<file path="config.mk">
export PLATFORM = sky130hd
export DESIGN_NAME = session_rate_window_monitor_unit
export DESIGN_NICKNAME = d
export VERILOG_FILES = /design/src/hdl/srwm_pkg.sv /design/src/hdl/srwm_ring.sv /design/src/hdl/srwm_div.sv /design/src/hdl/session_rate_window_monitor_unit.sv
export SDC_FILE = /design/constraint.sdc
export NUM_CORES = 2
export LEC_CHECK = 0
export BUFFER_PORTS_ARGS = -buffer_cell sky130_fd_sc_hd__buf_2
export CORE_MARGIN = 5
export CORE_UTILIZATION = 62
export CTS_BUF_LIST = sky130_fd_sc_hd__clkbuf_8
export DETAILED_ROUTE_END_ITERATION = 8
export PLACE_DENSITY_LB_ADDON = 0.15
export SYNTH_ARGS = -nofsm -noshare
export SYNTH_HDL_FRONTEND = slang
export SYNTH_SLANG_ARGS = --single-unit
</file>
<file path="constraint.sdc">
create_clock -name i_clk -period 20.9 [get_ports i_clk]
set_input_delay 3.135 -clock i_clk [delete_from_list [all_inputs] [get_ports i_clk]]
set_output_delay 3.135 -clock i_clk [all_outputs]
set_load 0.02 [all_outputs]
</file>
<file path="src/hdl/srwm_pkg.sv">
// Package for the session rate window monitor: sizes, divisors and the
// request structs passed between the sequencer, the slot ring and the divider.
// No dependencies.
`timescale 1ns / 1ps
`default_nettype none

package srwm_pkg;

    localparam int RING_SLOTS         = 15;
    localparam int INTERVAL_SECONDS   = 20;
    localparam int SECONDS_PER_MINUTE = 60;
    localparam int MINUTES_IN_WINDOW  = 5;

    localparam int CNT_W = 32;
    localparam int TOT_W = 64;
    localparam int POS_W = $clog2(RING_SLOTS);
    localparam int SUM_W = CNT_W + $clog2(RING_SLOTS);

    // Slots that fall within the newest minute, newest slot first.
    localparam int MIN_SLOTS_RAW = (SECONDS_PER_MINUTE + INTERVAL_SECONDS - 1)
                                   / INTERVAL_SECONDS;
    localparam int MIN_SLOTS = (MIN_SLOTS_RAW > RING_SLOTS) ? RING_SLOTS : MIN_SLOTS_RAW;

    localparam int DIV_LAST = INTERVAL_SECONDS;
    localparam int DIV_MIN  = INTERVAL_SECONDS * (SECONDS_PER_MINUTE / INTERVAL_SECONDS);
    localparam int DIV_ALL  = DIV_MIN * MINUTES_IN_WINDOW;

    // Each division by a constant is a multiplication by the rounded-up
    // reciprocal followed by a right shift. The product is exact for every
    // dividend below 2^SUM_W because no divisor exceeds 2^(RCP_SHIFT - SUM_W).
    localparam int RCP_SHIFT  = SUM_W + $clog2(DIV_ALL);
    localparam int CHUNK_W    = 16;
    localparam int MUL_CHUNKS = (RCP_SHIFT + CHUNK_W) / CHUNK_W;
    localparam int MUL_W      = MUL_CHUNKS * CHUNK_W;
    localparam int STEP_W     = $clog2(MUL_CHUNKS);

    localparam logic [MUL_W-1:0] RCP_LAST =
        MUL_W'(((64'd1 << RCP_SHIFT) + 64'(DIV_LAST) - 64'd1) / 64'(DIV_LAST));
    localparam logic [MUL_W-1:0] RCP_MIN  =
        MUL_W'(((64'd1 << RCP_SHIFT) + 64'(DIV_MIN) - 64'd1) / 64'(DIV_MIN));
    localparam logic [MUL_W-1:0] RCP_ALL  =
        MUL_W'(((64'd1 << RCP_SHIFT) + 64'(DIV_ALL) - 64'd1) / 64'(DIV_ALL));

    typedef enum logic [1:0] {
        CMD_CREATED   = 2'd0,
        CMD_DESTROYED = 2'd1,
        CMD_TICK      = 2'd2
    } t_cmd;

    typedef struct packed {
        logic             wr_en;
        logic [POS_W-1:0] wr_addr;
        logic [CNT_W-1:0] wr_data;
        logic             rd_en;
        logic [POS_W-1:0] rd_addr;
    } t_ring_req;

    typedef struct packed {
        logic             start;
        logic [SUM_W-1:0] dividend;
        logic [MUL_W-1:0] recip;
    } t_div_req;

endpackage

`default_nettype wire

</file>
<file path="src/hdl/srwm_ring.sv">
// Ring of per-interval created counts: one write port, one registered read.
// Depends on srwm_pkg.
`timescale 1ns / 1ps
`default_nettype none

module srwm_ring
    import srwm_pkg::*;
(
    input  wire logic             i_clk,
    input  wire logic             i_rst_n,
    input  wire t_ring_req        i_req,
    output logic      [CNT_W-1:0] o_rd_data
);

    logic [CNT_W-1:0]      r_mem [RING_SLOTS];
    logic [RING_SLOTS-1:0] r_valid;
    logic [CNT_W-1:0]      r_rd_data;

    // A slot never written since reset reads as zero.
    always_ff @(posedge i_clk) begin
        if (!i_rst_n) begin
            r_valid <= '0;
        end else if (i_req.wr_en) begin
            r_valid[i_req.wr_addr] <= 1'b1;
        end
    end

    always_ff @(posedge i_clk) begin
        if (i_req.wr_en) begin
            r_mem[i_req.wr_addr] <= i_req.wr_data;
        end
        if (i_req.rd_en) begin
            r_rd_data <= r_valid[i_req.rd_addr] ? r_mem[i_req.rd_addr] : '0;
        end
    end

    assign o_rd_data = r_rd_data;

endmodule

`default_nettype wire

</file>
<file path="src/hdl/srwm_div.sv">
// Shared divider by a constant: the dividend is multiplied by the divisor's
// reciprocal, one 16-bit slice of it per cycle. Depends on srwm_pkg.
`timescale 1ns / 1ps
`default_nettype none

module srwm_div
    import srwm_pkg::*;
(
    input  wire logic             i_clk,
    input  wire logic             i_rst_n,
    input  wire t_div_req         i_req,
    output logic      [SUM_W-1:0] o_quotient,
    output logic                  o_done
);

    localparam int PART_W  = SUM_W + CHUNK_W + 1;
    localparam int PROD_W  = SUM_W + CHUNK_W;
    localparam int QUO_LSB = RCP_SHIFT - CHUNK_W * (MUL_CHUNKS - 1);
    localparam logic [STEP_W-1:0] STEP_LAST = STEP_W'(MUL_CHUNKS - 1);

    logic [SUM_W-1:0]  r_dvd;
    logic [MUL_W-1:0]  r_rcp;
    logic [PART_W-1:0] r_part;
    logic [STEP_W-1:0] r_step;
    logic              r_busy;
    logic              r_done;

    logic [PROD_W-1:0] prod;

    // Slices are taken lowest first; the partial sum drops the bits that sit
    // below the next slice, which keeps the carries exact.
    always_comb begin
        prod = PROD_W'(r_dvd) * PROD_W'(r_rcp[CHUNK_W-1:0]);
    end

    always_ff @(posedge i_clk) begin
        if (!i_rst_n) begin
            r_busy <= 1'b0;
            r_done <= 1'b0;
        end else begin
            r_done <= 1'b0;
            if (i_req.start && !r_busy) begin
                r_dvd  <= i_req.dividend;
                r_rcp  <= i_req.recip;
                r_part <= '0;
                r_step <= '0;
                r_busy <= 1'b1;
            end else if (r_busy) begin
                r_part <= (r_part >> CHUNK_W) + PART_W'(prod);
                r_rcp  <= r_rcp >> CHUNK_W;
                r_step <= r_step + 1'b1;
                if (r_step == STEP_LAST) begin
                    r_busy <= 1'b0;
                    r_done <= 1'b1;
                end
            end
        end
    end

    assign o_quotient = r_part[QUO_LSB +: SUM_W];
    assign o_done     = r_done;

endmodule

`default_nettype wire

</file>
<file path="src/hdl/session_rate_window_monitor_unit.sv">
// Top level of the session rate window monitor: event counters, tick sequencer,
// slot ring and shared divider. Depends on srwm_pkg, srwm_ring and srwm_div.
`timescale 1ns / 1ps
`default_nettype none

//  Channel   Handshake                 Payload
//  -------   -----------------------   ----------------------------------------
//  input     i_in_valid / o_in_ready   i_command, i_now_ticks
//  output    o_out_valid / i_out_ready  o_rate_last_interval, o_rate_one_minute,
//                                      o_rate_five_minutes, o_rate_peak,
//                                      o_peak_time, o_created_sum, o_destroyed_sum
//
//  Created or destroyed items may follow each other in every cycle while the
//  unit is idle; a tick holds o_in_ready low until its results are loaded into
//  the output register. During a tick the ring is read one slot a cycle, and
//  the four rates then pass one after another through the single divider, which
//  multiplies by the divisor's reciprocal one 16-bit slice a cycle. Reset is
//  synchronous and active low; it clears the event counters, the totals, the peak
//  and the slot valid bits at once, with no clearing pass.
//  A result waiting in the output register does not stop created or destroyed
//  items; a later tick completes its work and then waits for the output to free.
module session_rate_window_monitor_unit
    import srwm_pkg::*;
(
    input  wire logic             i_clk,
    input  wire logic             i_rst_n,

    input  wire logic             i_in_valid,
    output logic                  o_in_ready,
    input  wire logic [1:0]       i_command,
    input  wire logic [CNT_W-1:0] i_now_ticks,

    output logic                  o_out_valid,
    input  wire logic             i_out_ready,
    output logic      [CNT_W-1:0] o_rate_last_interval,
    output logic      [CNT_W-1:0] o_rate_one_minute,
    output logic      [CNT_W-1:0] o_rate_five_minutes,
    output logic      [CNT_W-1:0] o_rate_peak,
    output logic      [CNT_W-1:0] o_peak_time,
    output logic      [TOT_W-1:0] o_created_sum,
    output logic      [TOT_W-1:0] o_destroyed_sum
);

    typedef enum logic [2:0] {
        S_IDLE,
        S_SUM,
        S_DRAIN,
        S_DIV_GO,
        S_DIV_WAIT,
        S_OUT
    } t_state;

    // Which rate the divider is working on.
    localparam logic [1:0] RATE_LAST = 2'd0;
    localparam logic [1:0] RATE_MIN  = 2'd1;
    localparam logic [1:0] RATE_ALL  = 2'd2;
    localparam logic [1:0] RATE_PEAK = 2'd3;

    localparam logic [POS_W-1:0] LAST_POS    = POS_W'(RING_SLOTS - 1);
    localparam logic [POS_W:0]   MIN_SLOTS_V = (POS_W + 1)'(MIN_SLOTS);
    localparam logic [CNT_W-1:0] CNT_MAX     = '1;

    t_state r_state;

    logic [CNT_W-1:0] r_pend_c;
    logic [CNT_W-1:0] r_pend_d;
    logic [TOT_W-1:0] r_tot_c;
    logic [TOT_W-1:0] r_tot_d;
    logic [POS_W-1:0] r_pos;
    logic [CNT_W-1:0] r_peak_cnt;
    logic [CNT_W-1:0] r_peak_stamp;
    logic [CNT_W-1:0] r_last_cnt;

    logic [POS_W-1:0] r_n;
    logic [POS_W-1:0] r_idx;
    logic             r_rd_pend;
    logic [POS_W-1:0] r_rd_n;
    logic [SUM_W-1:0] r_sum_min;
    logic [SUM_W-1:0] r_sum_all;

    logic [1:0]       r_sel;
    logic [CNT_W-1:0] r_rate [4];

    logic             r_out_valid;
    logic [CNT_W-1:0] r_o_last;
    logic [CNT_W-1:0] r_o_min;
    logic [CNT_W-1:0] r_o_all;
    logic [CNT_W-1:0] r_o_peak;
    logic [CNT_W-1:0] r_o_time;
    logic [TOT_W-1:0] r_o_tot_c;
    logic [TOT_W-1:0] r_o_tot_d;

    logic             accept;
    logic             is_tick;
    t_ring_req        ring_req;
    logic [CNT_W-1:0] ring_rd_data;
    t_div_req         div_req;
    logic [SUM_W-1:0] div_quotient;
    logic             div_done;
    logic [CNT_W-1:0] n_rate;
    logic [POS_W-1:0] n_pos;
    logic [POS_W-1:0] n_idx;

    assign o_in_ready = (r_state == S_IDLE);
    assign accept     = i_in_valid && o_in_ready;
    assign is_tick    = (i_command == CMD_TICK);

    // The ring position advances with wrap; the read index walks backwards
    // from the newest slot, also with wrap.
    assign n_pos = (r_pos == LAST_POS) ? '0 : r_pos + 1'b1;
    assign n_idx = (r_idx == '0) ? LAST_POS : r_idx - 1'b1;

    always_comb begin
        ring_req.wr_en   = accept && is_tick;
        ring_req.wr_addr = r_pos;
        ring_req.wr_data = r_pend_c;
        ring_req.rd_en   = (r_state == S_SUM);
        ring_req.rd_addr = r_idx;
    end

    srwm_ring u_ring (
        .i_clk     (i_clk),
        .i_rst_n   (i_rst_n),
        .i_req     (ring_req),
        .o_rd_data (ring_rd_data)
    );

    // Operand selection for the shared divider. The selection holds steady
    // for the whole division, so it also serves the zero test below.
    always_comb begin
        div_req.start = (r_state == S_DIV_GO);
        case (r_sel)
            RATE_LAST: begin
                div_req.dividend = SUM_W'(r_last_cnt);
                div_req.recip    = RCP_LAST;
            end
            RATE_MIN: begin
                div_req.dividend = r_sum_min;
                div_req.recip    = RCP_MIN;
            end
            RATE_ALL: begin
                div_req.dividend = r_sum_all;
                div_req.recip    = RCP_ALL;
            end
            default: begin
                div_req.dividend = SUM_W'(r_peak_cnt);
                div_req.recip    = RCP_LAST;
            end
        endcase
    end

    srwm_div u_div (
        .i_clk      (i_clk),
        .i_rst_n    (i_rst_n),
        .i_req      (div_req),
        .o_quotient (div_quotient),
        .o_done     (div_done)
    );

    // A zero count gives a zero rate, a count below the divisor gives one, and
    // a quotient too wide for the port saturates.
    always_comb begin
        if (div_req.dividend == '0) begin
            n_rate = '0;
        end else if (div_quotient == '0) begin
            n_rate = CNT_W'(1);
        end else if (|div_quotient[SUM_W-1:CNT_W]) begin
            n_rate = CNT_MAX;
        end else begin
            n_rate = div_quotient[CNT_W-1:0];
        end
    end

    always_ff @(posedge i_clk) begin
        if (!i_rst_n) begin
            r_state      <= S_IDLE;
            r_pend_c     <= '0;
            r_pend_d     <= '0;
            r_tot_c      <= '0;
            r_tot_d      <= '0;
            r_pos        <= '0;
            r_peak_cnt   <= '0;
            r_peak_stamp <= '0;
            r_rd_pend    <= 1'b0;
            r_out_valid  <= 1'b0;
        end else begin
            r_rd_pend <= (r_state == S_SUM);
            r_rd_n    <= r_n;

            // Slot data arrives in the cycle after its read was issued.
            if (r_rd_pend) begin
                r_sum_all <= r_sum_all + SUM_W'(ring_rd_data);
                if ({1'b0, r_rd_n} < MIN_SLOTS_V) begin
                    r_sum_min <= r_sum_min + SUM_W'(ring_rd_data);
                end
            end

            if (r_out_valid && i_out_ready) begin
                r_out_valid <= 1'b0;
            end

            case (r_state)
                S_IDLE: begin
                    if (accept) begin
                        case (i_command)
                            CMD_CREATED: begin
                                if (r_pend_c != CNT_MAX) begin
                                    r_pend_c <= r_pend_c + 1'b1;
                                end
                            end
                            CMD_DESTROYED: begin
                                if (r_pend_d != CNT_MAX) begin
                                    r_pend_d <= r_pend_d + 1'b1;
                                end
                            end
                            CMD_TICK: begin
                                r_pend_c   <= '0;
                                r_pend_d   <= '0;
                                r_tot_c    <= r_tot_c + TOT_W'(r_pend_c);
                                r_tot_d    <= r_tot_d + TOT_W'(r_pend_d);
                                r_last_cnt <= r_pend_c;
                                r_idx      <= r_pos;
                                r_pos      <= n_pos;
                                r_n        <= '0;
                                r_sum_min  <= '0;
                                r_sum_all  <= '0;
                                r_sel      <= RATE_LAST;
                                if (r_pend_c > r_peak_cnt) begin
                                    r_peak_cnt   <= r_pend_c;
                                    r_peak_stamp <= i_now_ticks;
                                end
                                r_state    <= S_SUM;
                            end
                            default: begin
                                // The unused command is dropped without effect.
                            end
                        endcase
                    end
                end
                S_SUM: begin
                    r_idx <= n_idx;
                    r_n   <= r_n + 1'b1;
                    if (r_n == LAST_POS) begin
                        r_state <= S_DRAIN;
                    end
                end
                S_DRAIN: begin
                    r_state <= S_DIV_GO;
                end
                S_DIV_GO: begin
                    r_state <= S_DIV_WAIT;
                end
                S_DIV_WAIT: begin
                    if (div_done) begin
                        r_rate[r_sel] <= n_rate;
                        if (r_sel == RATE_PEAK) begin
                            r_state <= S_OUT;
                        end else begin
                            r_sel   <= r_sel + 1'b1;
                            r_state <= S_DIV_GO;
                        end
                    end
                end
                S_OUT: begin
                    if (!r_out_valid || i_out_ready) begin
                        r_o_last    <= r_rate[RATE_LAST];
                        r_o_min     <= r_rate[RATE_MIN];
                        r_o_all     <= r_rate[RATE_ALL];
                        r_o_peak    <= r_rate[RATE_PEAK];
                        r_o_time    <= r_peak_stamp;
                        r_o_tot_c   <= r_tot_c;
                        r_o_tot_d   <= r_tot_d;
                        r_out_valid <= 1'b1;
                        r_state     <= S_IDLE;
                    end
                end
                default: begin
                    r_state <= S_IDLE;
                end
            endcase
        end
    end

    assign o_out_valid          = r_out_valid;
    assign o_rate_last_interval = r_o_last;
    assign o_rate_one_minute    = r_o_min;
    assign o_rate_five_minutes  = r_o_all;
    assign o_rate_peak          = r_o_peak;
    assign o_peak_time          = r_o_time;
    assign o_created_sum        = r_o_tot_c;
    assign o_destroyed_sum      = r_o_tot_d;

endmodule

`default_nettype wire
</file>
### After elaboration in Yosys (flattened, before gate mapping)

Memory sizes are Yosys's and may differ from the RTL's. A register that Yosys moved wholly into a read port is not among the register bits.
Index checks and enable logic that the tools add are counted.

| word-level totals | value |
|---|---|
| memories kept | 2 |
| register bits | 699 |
| input bits | 38 |
| RAM bits | 608 |

| operators by class | value |
|---|---|
| multipliers | 1 |
| mux-type cells | 58 |
| bitwise operators | 3 |
| reduce and logical (&&, ||, !) cells | 33 |
| equal/unequal tests | 23 |
| $add $sub $neg | 12 |
| magnitude comparators | 5 |

Memory list:

| name | depth | width | rd ports | clocked after Yosys merged registers in | write ports | line | RTL |
|---|---|---|---|---|---|---|---|
| u_ring.r_mem | 15 | 32 | 1 | 1 | 1 | srwm_ring.sv:15 | `logic [CNT_W-1:0] r_mem [RING_SLOTS];` |
| r_rate | 4 | 32 | 4 | 4 | 1 | session_rate_window_monitor_unit.sv:82 | `logic [CNT_W-1:0] r_rate [4];` |

Operators with widths:

| kind | number |
|---|---|
| 2-to-1 mux 36 bit | 9 |
| case mux 84 bit (3 select lines) | 1 |
| 2-to-1 mux 32 bit | 5 |
| adder 64 x 32 -> 64 bit | 2 |
| case mux 32 bit (2 select lines) | 2 |
| 2-to-1 mux 48 bit | 2 |
| adder 36 x 32 -> 36 bit | 2 |
| zero test 36 bit | 2 |
| adder 32 x 1 -> 32 bit, second input constant | 2 |
| != test 32 bit, second input constant | 2 |
| adder 37 x 52 -> 53 bit | 1 |
| 2-to-1 mux 53 bit | 1 |
| multiplier 36 x 16 -> 52 bit | 1 |
| greater-than comparator 32 bit | 1 |
| 2-to-1 mux 4 bit | 6 |
| AND reduction 4 bit | 5 |
| 2-to-1 mux 3 bit | 6 |
| case mux 3 bit (6 select lines) | 1 |
| case mux 4 bit (2 select lines) | 2 |
| 2-to-1 mux 1 bit | 15 |
| OR 15 bit | 1 |
| < comparator 4 x 5 -> 1 bit, second input constant | 2 |
| 2-to-1 mux 2 bit | 5 |
| nonzero test 2 bit | 5 |
| other kinds (29) | 54 |

### Depth between registers and ports, before layout

| depth | value |
|---|---|
| word-level depth | 6 |
| gate-level depth with buffers | 25 |
| gate-level depth less buffers | 23 |

### Cells and area by module

Synthesis repeated with hierarchy kept, for this count alone.

| unflattened totals | value |
|---|---|
| cells, all modules | 6966 |
| area, all modules | 80524.7 µm² |

Modules (own cells, without submodules):

| module | sequential area each (µm²) | times used | area an instance (µm²) | cells an instance |
|---|---|---|---|---|
| session_rate_window_monitor_unit | 21340.5 | 1 | 36441.2 | 3296 |
| srwm_div | 3823.7 | 1 | 24020.5 | 2632 |
| srwm_ring | 15675.0 | 1 | 20063.0 | 1038 |

### Worst setup path before layout

No wires, ideal clock.

| timing path | value |
|---|---|
| path kind | input port to flip-flop |
| start | input i_rst_n |
| end | register r_o_tot_c[0], in the netlist o_created_sum[0], enable pin |
| path slack | 4.069 ns |
| library setup time | 0.942 ns |
| arrival | 15.889 ns |
| stages | 5 |
| path buffers | 3 |
| data required time | 19.958 ns |
| path through | clkbuf_1 -> clkbuf_1 -> clkbuf_1 -> nand2_1 -> nor2_1 |

| between the ends | value |
|---|---|
| longest elaborated chain between the ends | 1 |

RTL lines:

| item | line | RTL |
|---|---|---|
| start: declaration | session_rate_window_monitor_unit.sv:26 | `input wire logic i_rst_n,` |
| AND reduction 3 bit (no source line) | n/a |  |
| end signal: assignment | session_rate_window_monitor_unit.sv:271 | `r_o_tot_c <= r_tot_c;` |
| end: declaration | session_rate_window_monitor_unit.sv:90 | `logic [TOT_W-1:0] r_o_tot_c;` |

No other way between the ends.
A chain may end at the register's enable or synchronous reset.

==> flow_summary.toml <==
[status]
status = "finished clean"

[routing]
finalWirelength_mm = 204.7
via_count = 52980
drc_errors = 0
ant_nets = 0
drtPass1Iterations = 8
wl_per_cell_um = 23.26
drtIter0Drc = 5153
viasPerCell = 6.018

[finish]
nFillCells = 9256
nets = 7808
layout_commonest_cell = "edfxtp_1"
synthToLayoutAreaGrowth_pct = 9.818
drive_gt1_frac = 0.1287
final_cell_mix = "edfxtp_1, inv_1, nand2_1"
regArea_sq_mm = 0.04003
multi_input_area_sq_mm = 0.03470

[synthesis]
synthArstFlopShare = 0
synth_compound_area_frac = 0.08303
synth_ff_type = "edfxtp_1"
synth_fa_ha_area_frac = 0.1743
synth_simple_gate_area_frac = 0.1088
synth_top_family_by_area = "adder cells"
synth_edf_count = 1145
yosys-mux-area-fraction = 0.05081
synthXorXnorAreaFrac = 0.02101
syn_area_per_cell_sq_um = 11.90
ys_seq_area_frac = 0.5080
synth_cells = 6620
ys_ff_latch = 1427
yosysWarnings = 0
syn_nets = 7469
syn_area_sq_mm = 0.07879
yosys.cell_types.count = 87

[pwr]
leakagePower_nw = 35.70
peakVddDrop_uv = 71.29
p_per_area_mw_per_mm2 = 63.82

[worst_setup_path]
r2r-start = "u_div.r_rcp[33]$_SDFFCE_PN0P_"
startpoint = "u_div.r_rcp[33]$_SDFFCE_PN0P_"
cp_slowest_cell = "a311oi_1"
crit_path_max_incr_delay_ns = 0.63
r2r_slack_ns = 13.50
worst_setup_path_start_kind = "flop"
worstPathMaxFanout = 37
crit_arrival_ns = 8.02
cp.required_ns = 21.52
criticalPathCategory = "flop to flop"
critPathMostFrequentCell = "fa_1"
end_kind = "flop"
cp_num_buf_inv = 4
crit_chain = "buf_4, nand2_1, fa_1, fa_1, fa_1, inv_1, fa_1, fa_1, inv_1, fa_1, inv_1, ha_1, nand4_1, a311oi_1, o21ai_0, a21oi_1, o211ai_1, a21boi_0, o21a_1, nor3_1"
cpLargestDelayFamily = "adder cells"

[min_path]
min_from = "r_rate[3][30]$_DFFE_PP_"
hold_class = "flop to flop"

[sta]
rsz0062_at_grt = "no"
relSlewSlack = 0.1172
fmax_mhz = 135.2
hold_viol_final = 0
slew_viol_final = 0
fin_crit_sh = 0.3540
finalClockSkew_ns = 0.06267
whs_ns = 0.3875
setup_viol = 0
fin_tns_setup_ns = 0
tightest_slew_ns = 1.315
timing.final.crit_period_ns = 7.398

[clocking]
htreeDepth = 4
cts_tree = "done"
clkLatencyLatePin_ns = 0.95
clk_pin_slew_ns = 0.06
cts-resized-gates = 0
cts_setup_buffers = 0
root_buffer = "clkbuf_8"
cts_hold_buf = 0
clock_sinks = 1427
numCtsBuffers = 219
clockBufferDepth = 3

[floorplan]
design.portCount = 328
fp.dieH_um = 366.5
core.rowCount = 130
core_sq_mm = 0.1259
dieArea_sq_mm = 0.1343
start_util = 0.6259
die_x_um = 366.5

[place]
detailed_place_hpwl_mm = 143.9
io_buffers = 327
place_congestion = 0.9701

[global_routing]
grt_max_degree = 131
antenna_found_initial = 10
grt_pass1_wl_mm = 316.7
grt_pass1_vias = 53870
groute.usage.overall = 0.3058
grt-ovfl-total = 0

[job]
cap_violations = 0
[sequential cells by signal, indices dropped and copies added (netlist names), 36 cells and up]
register,cells
u_ring.r_mem,480
u_div.r_part,40
r_rate,128
o_destroyed_sum,64
r_sum_min,36
r_sum_all,36
r_tot_c,64
o_created_sum,64
u_div.r_dvd,36
r_tot_d,64
[stage by stage]
step	area [sq um]	std cells	worst slack, ns	utilization	power (mW)
2_1_floorplan	78790	6620	4.069	-	3.286
4_1_cts	86520	8798	13.49	0.6872	5.559
5_1_grt	86520	8800	13.14	0.6873	5.722
3_3_place_gp	82300	8388	13.15	0.6537	3.352
3_5_place_dp	82300	8388	12.95	0.6537	3.357
6_report	86530	8803	13.50	0.6873	5.522
[synth_stat cells (7+ instances only)]
master	number	area, sq um
edfxtp_1	1145	34380
inv_1	815	3059
nand2_1	603	2263
fa_1	478	9569
nor2_1	372	1396
a21oi_1	347	1737
ha_1	333	4167
dfxtp_1	282	5645
o21ai_0	259	1296
clkbuf_1	255	957.2
and2_1	213	1333
nand3_1	160	800.8
mux4_2	131	2950
a21o_1	126	945.9
mux2i_1	103	1031
xnor2_1	98	858.3
xor2_1	91	797.0
nand4_1	79	494.2
nor3_1	71	355.3
nor2b_1	51	319.1
and3_1	50	312.8
buf_1	44	165.2
or3_1	42	262.8
o21a_1	41	307.8
a222oi_1	32	320.3
nand2b_1	30	187.7
nor4_1	30	187.7
a211oi_1	28	210.2
o211ai_1	28	210.2
a31oi_1	25	156.4
o31ai_1	23	172.7
o21bai_1	21	157.7
and4_1	18	157.7
a21boi_0	13	97.59
or4_1	13	97.59
buf_2	11	55.05
nand3b_1	11	82.58
or2_2	11	68.82
a211o_1	10	87.58
o31a_1	9	78.83
nor3b_1	7	52.55
[final timing paths]
check	end	depth (start not counted)
setup / recovery	u_div.r_part[48]$_SDFFCE_PP0P_	20
hold / removal	o_rate_peak[30]$_DFFE_PP_	0
setup reg to reg	u_div.r_part[48]$_SDFFCE_PP0P_	20
hold reg to reg	o_rate_peak[30]$_DFFE_PP_	0
[cell type report]
type / instances / share of cell area
flip-flops and latches: 1427 / 0.4626
multi-input cells: 4065 / 0.4010
clock buffers: 233 / 0.03706
inverters: 816 / 0.03546
repair buffers: 430 / 0.02817
well taps: 1650 / 0.02386
clock inverters: 177 / 0.01174
diodes: 5 / 0.0001446
[worst reg2reg max path: cells and delay by family (launching register included)]
kind	cells	cell delay, ns
adders and majority gates	7	3.44
and+or+nand+nor	3	0.55
buffers and inverters	4	0.56
AOI/OAI and AO/OA	6	2.25
DFF	1	0.32
[cells by family (layout without fill, tap and decap cells)]
| group | Yosys count | after routing |
|---|---|---|
| AND/OR/NAND/NOR | 1782 | 1782 |
| flip-flops | 1427 | 1427 |
| buffers and inverters | 1128 | 1656 |
| AO/OA/AOI/OAI | 1047 | 1047 |
| adder cells (fa/ha/maj) | 811 | 811 |
| multiplexers | 236 | 236 |
| XOR/XNOR | 189 | 189 |
| other | 0 | 5 |
[power by group]
group	internal (mW)	total [mW]	switching (mW)
Combinational	0.0840	0.226	0.142
Clock	1.12	2.22	1.10
Sequential	3.06	3.08	0.0191
Total	4.26	5.52	1.26
[routing by layer]
layer	global-route usage	wire length [um]	vias to the layer above	share of wire
met3	0.05087	15930	520	0.078
met4	0.1498	11040	4	0.054
li1	-	-	23840	-
met5	0	27	-	0.00013
met2	0.5102	99520	2369	0.49
met1	0.3930	78220	26250	0.38
(Power assumes the default switching activity.)
